[src/rtl/dmc_pkg.sv]
// Shared constants and types for the direct-mapped cache tag lookup core.
package dmc_pkg;

  localparam int ADDR_W          = 32;
  localparam int CNT_W           = 32;
  localparam int DEF_INDEX_BITS  = 13;
  localparam int DEF_OFFSET_BITS = 3;
  localparam int DEF_TAG_BITS    = 16;

  // Depth of the request queue between front and back.
  localparam int QDEPTH = 2;
  localparam int QPTR_W = $clog2(QDEPTH);
  localparam int QCNT_W = $clog2(QDEPTH + 1);

  typedef enum logic [1:0] {
    BK_CLEAR,
    BK_IDLE,
    BK_RESOLVE
  } back_state_t;

  // Status the back end hands to the front end.
  typedef struct packed {
    logic clearing;
    logic take;
  } back_ctl_t;

endpackage

[src/rtl/dmc_front.sv]
// Front end: splits each address into index and tag and queues the request.
module dmc_front #(
  parameter int INDEX_BITS  = dmc_pkg::DEF_INDEX_BITS,
  parameter int OFFSET_BITS = dmc_pkg::DEF_OFFSET_BITS,
  parameter int TAG_BITS    = dmc_pkg::DEF_TAG_BITS
) (
  input  logic                      clk,
  input  logic                      rst,
  input  logic                      push,
  output logic                      full,
  input  logic [dmc_pkg::ADDR_W-1:0] address,
  input  dmc_pkg::back_ctl_t        ctl,
  output logic                      q_avail,
  output logic [INDEX_BITS-1:0]     q_index,
  output logic [TAG_BITS-1:0]       q_tag
);
  import dmc_pkg::*;

  logic [2*ADDR_W-1:0] addr_ext;
  logic [INDEX_BITS-1:0] in_index;
  logic [TAG_BITS-1:0]   in_tag;

  logic [INDEX_BITS-1:0] index_q [QDEPTH];
  logic [TAG_BITS-1:0]   tag_q   [QDEPTH];
  logic [QPTR_W-1:0]     wr_ptr;
  logic [QPTR_W-1:0]     rd_ptr;
  logic [QCNT_W-1:0]     count;
  logic                  do_push;
  logic                  do_pop;

  // Tag bits beyond the address read as zero.
  assign addr_ext = {{ADDR_W{1'b0}}, address};
  assign in_index = addr_ext[OFFSET_BITS +: INDEX_BITS];
  assign in_tag   = addr_ext[OFFSET_BITS + INDEX_BITS +: TAG_BITS];

  assign full    = (count == QCNT_W'(QDEPTH)) || ctl.clearing;
  assign do_push = push && !full;
  assign q_avail = (count != '0);
  assign do_pop  = ctl.take && q_avail;
  assign q_index = index_q[rd_ptr];
  assign q_tag   = tag_q[rd_ptr];

  always_ff @(posedge clk) begin
    if (rst) begin
      wr_ptr <= '0;
      rd_ptr <= '0;
      count  <= '0;
    end else begin
      if (do_push) begin
        wr_ptr <= (wr_ptr == QPTR_W'(QDEPTH - 1)) ? '0 : wr_ptr + 1'b1;
      end
      if (do_pop) begin
        rd_ptr <= (rd_ptr == QPTR_W'(QDEPTH - 1)) ? '0 : rd_ptr + 1'b1;
      end
      unique case ({do_push, do_pop})
        2'b10:   count <= count + 1'b1;
        2'b01:   count <= count - 1'b1;
        default: count <= count;
      endcase
    end
  end

  always_ff @(posedge clk) begin
    if (do_push) begin
      index_q[wr_ptr] <= in_index;
      tag_q[wr_ptr]   <= in_tag;
    end
  end

endmodule

[config.mk]
export PLATFORM = sky130hd
export DESIGN_NAME = dmc_front
export DESIGN_NICKNAME = d
export VERILOG_FILES = /design/src/rtl/dmc_pkg.sv /design/src/rtl/dmc_front.sv
export SDC_FILE = /design/constraint.sdc
export NUM_CORES = 1
export LEC_CHECK = 0
export ABC_CLOCK_PERIOD_IN_PS = 2350
export BUFFER_PORTS_ARGS = -buffer_cell sky130_fd_sc_hd__buf_2
export CORE_MARGIN = 2
export CORE_UTILIZATION = 40
export CTS_CLUSTER_SIZE = 20
export DETAILED_ROUTE_END_ITERATION = 10
export GPL_TIMING_DRIVEN = 1
export PLACE_DENSITY = 0.67
export SKIP_CTS_REPAIR_TIMING = 1
export SLEW_MARGIN = 25
export SYNTH_ARGS = -nofsm -noshare
export SYNTH_HDL_FRONTEND = slang
export SYNTH_SLANG_ARGS = --single-unit
[constraint.sdc]
create_clock -name clk -period 2.35 [get_ports clk]
set_input_delay 0 -clock clk [delete_from_list [all_inputs] [get_ports clk]]
set_output_delay 0 -clock clk [all_outputs]
set_load 0.01 [all_outputs]
==> results of run 1 <==
## critical path, delay by kind of cell (launching register included)
kind | cells | cell delay (ns)
simple gates | 3 | 0.69
flops | 1 | 0.42
xor+xnor | 1 | 0.14
fa+ha+maj | 1 | 0.30
compound gates | 1 | 0.14
## metal layers
metal	track usage, %	vias to the layer above	wire length, µm	share of wire, %
li1	-	659	-	-
met1	14.93	645	1665	39
met2	22.50	45	2238	53
met3	3.708	10	245	5.8
met4	8.644	0	80	1.9
met5	0	-	0	0
## kinds of logic after synthesis
| logic type | count (synthesis) | share of synthesized area (%) |
|---|---|---|
| xor+xnor | 3 | 1.135 |
| simple gates | 12 | 2.540 |
| buf+inv | 4 | 0.9184 |
| mux | 30 | 14.59 |
| compound gates | 3 | 0.7561 |
| fa+ha+maj | 1 | 0.5402 |
| flops | 63 | 79.52 |
## power breakdown
part           internal [mW]  switching, mW  total, mW
combinational          0.376          0.343      0.719
clock                  0.578          0.373      0.951
sequential              1.33         0.0404       1.37
## worst paths after layout
kind / start / end / slack, ns
worst max-delay path: count[0] / count[1] / 0.60
worst min register to register: count[1] / count[1] / 0.53
worst max register to register: count[0] / count[1] / 0.60
worst min-delay path: ctl[0] / rd_ptr / 0.17
## sequential cells by signal (all words and copies together) (netlist names), named ones only
name,count
rd_ptr,1
index_q,26
wr_ptr,1
tag_q,32
count,2
## final cells by class
class / instances / area [µm²] / share of cell area (%)
Sequential cell: 63 / 1842 / 56.51
Timing Repair Buffer: 100 / 665.6 / 20.42
Multi-Input combinational cell: 49 / 457.9 / 14.05
Clock buffer: 9 / 123.9 / 3.800
Tap cell: 72 / 90.09 / 2.764
Clock inverter: 6 / 76.32 / 2.342
Inverter: 1 / 3.754 / 0.1152
## through the flow
stage | instances | hold slack (ns) | power [mW] | instance area [µm²]
3_5_place_dp | 255 | 0.1922 | 2.076 | 2759
4_1_cts | 270 | -0.1631 | 3.038 | 2959
6_report | 300 | 0.1698 | 3.038 | 3259
5_1_grt | 300 | 0.1796 | 3.184 | 3259
2_1_floorplan | 116 | 0.06907 | 1.827 | 2316
3_3_place_gp | 255 | 0.1886 | 2.049 | 2759
## cells in the final DEF, fill, tap and decap left out
| cell | synthesis | final |
|---|---|---|
| buf_2 | 2 | 64 |
| edfxtp_1 | 58 | 58 |
| mux2_2 | 30 | 30 |
| dlygate4sd3_1 | 0 | 30 |
| clkbuf_8 | 0 | 9 |
| buf_4 | 1 | 6 |
| nor2_1 | 7 | 5 |
| dfxtp_1 | 5 | 5 |
| clkinv_1 | 0 | 3 |
| nand2b_1 | 2 | 2 |
| nor2_2 | 0 | 2 |
| xnor2_1 | 2 | 2 |
| bufinv_16 | 0 | 2 |
| o21a_1 | 1 | 1 |
| nand3b_1 | 1 | 1 |
| or2_2 | 1 | 1 |
| inv_1 | 1 | 1 |
| xor2_1 | 1 | 1 |
| o21ai_0 | 1 | 1 |
| or3_1 | 1 | 1 |
| a21oi_1 | 1 | 1 |
| ha_1 | 1 | 1 |
| clkinv_2 | 0 | 1 |
## cell usage after synthesis
cell type	instances
a21oi_1	1
buf_2	2
buf_4	1
dfxtp_1	5
edfxtp_1	58
ha_1	1
inv_1	1
mux2_2	30
nand2b_1	2
nand3b_1	1
nor2_1	7
o21a_1	1
o21ai_0	1
or2_2	1
or3_1	1
xnor2_1	2
xor2_1	1
==> impl_results.md, run 1 <==
* Die W at 80.09 µm
* CTS buffer count at 9
* Nets@finish at 262
* Worst clock skew at 0.007296 ns
* Final WL at 4230 µm
* Detailed Place HPWL at 2700 µm
* Post-synthesis sequential area ratio at 79.52%
* Area Growth Syn to Fin at 40.73%
* Final worst setup slack at 0.6032 ns
* Clock root cell: clkbuf_8
* Clock insertion delay at the later pin of the skew report at 0.33 ns
* Main area contributors after synthesis: edfxtp_1 75%, mux2_2 15%, dfxtp_1 4.3%
* Residual DRC at 0
* Global-route wire length before repair at 6175 µm
* Final Cycle Share at 74.33%
* Leakage Power at 1.241 nW
* Final setup viols at 0
* Pwr/cell area at 932.2 nW/µm²
* Tmin final at 1.747 ns
* Pin count of the biggest net entering global routing at 22
* Post-route ant nets at 0
* Max Fclk at 0.5725 GHz
* Largest stage delay, worst path at 0.42 ns
* Die H at 80.09 µm
* MaxCap Viol Count at 0
* Number of clock sinks at 63
* Critical Path AT at 2.00 ns
* H-tree depth at 3
* Proportion of layout cells with a drive suffix above 1 at 50.44%
* DR vias at 1359
* Post-Syn Instances at 116
* Pre-CTS setup slack at 0.6204 ns
* GRT Total Usage at 13.41%
* First drt pass iteration count at 4
* Setup crit end kind: flop
* Hold Path Stages at 4
* Relative slew margins at 80.58%
* Clk buf depth at 2
* Synth cell types at 17
* Initial core utilization at 41.80%
* Clock slew at reported path FFs at 0.06 ns
* DR iter-0 viols at 38
* Die area at 6414 µm²
* Synth warn at 0
* Largest area contributor in the netlist: edfxtp_1
* Routed WL per cell at 14.10 µm
* Seq cells post-synth at 63
* FILL cells at 415
* Row cnt at 27
* Worst path cell trace: nand2b_1 -> nand3b_1 -> ha_1 -> xnor2_1 -> or3_1 -> a21oi_1
* Syn nets at 154
* PortBufs at 64
* Worst-path fanout max at 5
* Worst EP required at 2.61 ns
* Final Hold Fails at 0
* Slew at the pin with the worst max-slew slack at 0.2914 ns
* Critical path class: reg2reg
* # diodes at 0
* Peak supply drop at 443.0 µV
* Grt ovf at 0
* Setup_tns at 0 ns
* RSZ-0062 raised after global routing: no
* Drt via density at 4.530
* Vias in the first global route at 1313
* Critical path's slowest cell: dfxtp_1
* Syn avg cell area at 19.97 µm²
* Number of antenna violations at the first check in global routing at 0
* Core Util, Final at 58.83%
* Io pins at 68
* Worst min-delay path class: in2reg
* Status: completed
* Area share of the largest cell type after synthesis at 75.20%
* Startpoint Class: flop
* Post-Syn Area at 2316 µm²
* TritonCTS clock tree: done
* Final GP Congestion at 0.5949
* Core ar. at 5540 µm²
* Final slew viol count at 0
* Reg2Reg Depth at 6
Power figures use the tool's default switching activity.
==> run 2: changes to the inputs <==
- ABC_AREA: not set -> 1
- ABC_CLOCK_PERIOD_IN_PS: 2350 -> 1650
- PLACE_DENSITY: 0.67 -> not set
- clock period: 2.35 -> 1.65 ns (I/O delays scaled with it)
==> impl_results.md, run 2 <==
* Die area at 6612 µm² (was 6414 µm²)
* Grt ovf at 0 (unchanged)
* Drt via density at 4.408 (was 4.530)
* Synth Area in Simple Gates at 3.715% (was 2.539%)
* Peak supply drop at 741.1 µV (was 443.0 µV)
* Final setup viols at 0 (unchanged)
* Pin count of the biggest net entering global routing at 30 (was 22)
* Final Cycle Share at 92.05% (was 74.33%)
* Main combinational cell family by area after synthesis: multiplexers (unchanged)
* Post-synth EDFFs at 58 (unchanged)
* Syn avg cell area at 18.11 µm² (was 19.97 µm²)
* Detailed Place HPWL at 2664 µm (was 2700 µm)
* Final WL at 4192 µm (was 4230 µm)
* Post-Syn Instances at 132 (was 116)
* Die H at 81.32 µm (was 80.09 µm)
* Io pins at 68 (unchanged)
* Residual DRC at 0 (unchanged)
* Clock insertion delay at the later pin of the skew report at 0.33 ns (about the same)
* Post-synth ARST share at 0% (unchanged)
* Largest area contributor in the netlist: edfxtp_1 (unchanged)
* TritonCTS clock tree: done (unchanged)
* Die W at 81.32 µm (was 80.09 µm)
* Number of antenna violations at the first check in global routing at 0 (unchanged)
* Status: completed (unchanged)
* Synth cell types at 14 (was 17)
* Startpoint Class: flop (unchanged)
* GRT Total Usage at 12.47% (was 13.41%)
* Post-synthesis sequential area ratio at 77.03% (was 79.52%)
* Worst min-delay path class: in2reg (unchanged)
* Worst EP required at 1.92 ns (was 2.61 ns)
* Most common cell after layout, fill and taps aside: buf_2 (unchanged)
* Most flops, register: tag_q (unchanged)
* Top cells by count, synth: 58 x edfxtp_1, 19 x mux2_2, 11 x inv_1, 10 x mux2_4, 10 x nand2_1 (was 58 x edfxtp_1, 30 x mux2_2, 7 x nor2_1, 5 x dfxtp_1)
* Most frequent cells in the layout: 64 x buf_2, 58 x edfxtp_1, 30 x dlygate4sd3_1, 19 x mux2_2, 11 x inv_1 (was 64 x buf_2, 58 x edfxtp_1, 30 x mux2_2, 30 x dlygate4sd3_1, 9 x clkbuf_8)
* Critical Path AT at 1.79 ns (was 2.00 ns)
* Area Growth Syn to Fin at 39.77% (was 40.73%)
* Initial core utilization at 40.87% (was 41.80%)
* First drt pass iteration count at 4 (unchanged)
* Max reg flops at 32 (unchanged)
* Core ar. at 5851 µm² (was 5540 µm²)
* Clock root cell: clkbuf_8 (unchanged)
* Xor/xnor share of the synthesized area at 0% (was 1.135%)
* # diodes at 0 (unchanged)
* Tmin final at 1.519 ns (was 1.747 ns)
* Routed WL per cell at 13.14 µm (was 14.10 µm)
* Synthesized-area fraction occupied by adder cells at 0.5233% (was 0.5402%)
* Slew at the pin with the worst max-slew slack at 0.2573 ns (was 0.2914 ns)
* Non-filler cells, final at 319 (was 300)
* Syn nets at 170 (was 154)
* Clk buf depth at 2 (unchanged)
* Top flop regs: tag_q: 32 flops, index_q: 26 flops, count: 2 flops (unchanged)
* H-tree depth at 3 (unchanged)
* Setup crit end kind: flop (unchanged)
* Pre-CTS setup slack at 0.1074 ns (was 0.6204 ns)
* Proportion of layout cells with a drive suffix above 1 at 47.54% (was 50.44%)
* Post-route ant nets at 0 (unchanged)
* Synth Area in Compound Gates at 0.6279% (was 0.7563%)
* Global-route wire length before repair at 5823 µm (was 6175 µm)
* Seq cells post-synth at 63 (unchanged)
* Synth warn at 0 (unchanged)
* MaxCap Viol Count at 0 (unchanged)
* Clock slew at reported path FFs at 0.07 ns (was 0.06 ns)
* PortBufs at 64 (unchanged)
* Area share of the largest cell type after synthesis at 72.84% (was 75.20%)
* Worst-path fanout max at 5 (unchanged)
* Post-Syn Area at 2391 µm² (was 2316 µm²)
* Critical path class: reg2reg (unchanged)
* Relative slew margins at 82.85% (was 80.58%)
* DR vias at 1406 (was 1359)
* Worst clock skew at 0.006120 ns (was 0.007296 ns)
* Vias in the first global route at 1343 (was 1313)
* Max Fclk at 0.6584 GHz (was 0.5725 GHz)
* Pwr/cell area at 1107 nW/µm² (was 932.2 nW/µm²)
* Main area contributors after synthesis: edfxtp_1 73%, mux2_2 8.9%, mux2_4 6.3% (was edfxtp_1 75%, mux2_2 15%, dfxtp_1 4.3%)
* Mux cell area share after synthesis at 15.23% (was 14.59%)
* Row cnt at 28 (was 27)
* Most common cell in the netlist: edfxtp_1 (unchanged)
* Synth Flop Type: edfxtp_1 (unchanged)
* Leakage Power at 1.330 nW (was 1.241 nW)
* Placed instance count at 273 (was 255)
* Number of clock sinks at 63 (unchanged)
* Final worst setup slack at 0.1311 ns (was 0.6032 ns)
* CTS buffer count at 9 (unchanged)
* Final slew viol count at 0 (unchanged)
* Final GP Congestion at 0.6302 (was 0.5949)
* Final Hold Fails at 0 (unchanged)
* Nets@finish at 277 (was 262)
* RSZ-0062 raised after global routing: no (unchanged)
* DR iter-0 viols at 51 (was 38)
* Setup_tns at 0 ns (unchanged)
## run 2: worst paths after layout
path	from	to	slack [ns]	cells after the start
worst min-delay path	push	wr_ptr	0.05	4
worst max-delay path	count[0]	count[1]	0.13	9
worst max register to register	count[0]	count[1]	0.13	9
worst min register to register	rd_ptr	flop	0.52	2
## run 2: routing by layer
layer | GRT usage (%) | up-vias | part of all wire, %
met5 | 0 | - | 0
met4 | 8.136 | 0 | 2.2
met3 | 3.333 | 9 | 4.6
met2 | 22.13 | 38 | 54
met1 | 12.84 | 660 | 39
li1 | - | 699 | -
## run 2: logic make-up after synthesis
group,count (synthesis)
buffers and inverters,14
muxes,29
AOI/OAI and AO/OA,3
DFF,63
adders and majority gates,1
and+or+nand+nor,22
## run 2: final cells by class
cell class                 instances  area [µm²]
fill                             462        2509
sequential                        63        1843
timing repair buffer              99       683.2
multi-input combinational         55       493.0
clock buffer                       9       123.9
tap                               75       93.84
clock inverter                     7       63.81
inverter                          11       41.29
## run 2: through the flow
step | hold slack [ns] | total power [mW] | cell area (µm²) | util [%]
after global placement | 0.1880 | 2.410 | 2849 | 48.70
after global routing | 0.08218 | 3.868 | 3342 | 57.12
after floorplan | 0.09887 | 2.227 | 2399 | -
final | 0.05044 | 3.698 | 3342 | 57.12
after detailed placement | 0.1912 | 2.435 | 2849 | 48.70
after CTS | -0.1599 | 3.687 | 3037 | 51.90
## run 2: worst max-delay path: stages, from the launching register on
cell,delay (ns)
dfxtp_1,0.36
inv_1,0.11
nand2_1,0.12
nand3_2,0.12
ha_1,0.35
inv_1,0.10
nand2_1,0.07
nor2_1,0.10
nor2_1,0.05
nor2_1,0.09
## run 2: where the power goes
part | internal, mW | switching [mW]
combinational | 0.311 | 0.278
sequential | 1.83 | 0.0290
clock | 0.683 | 0.563
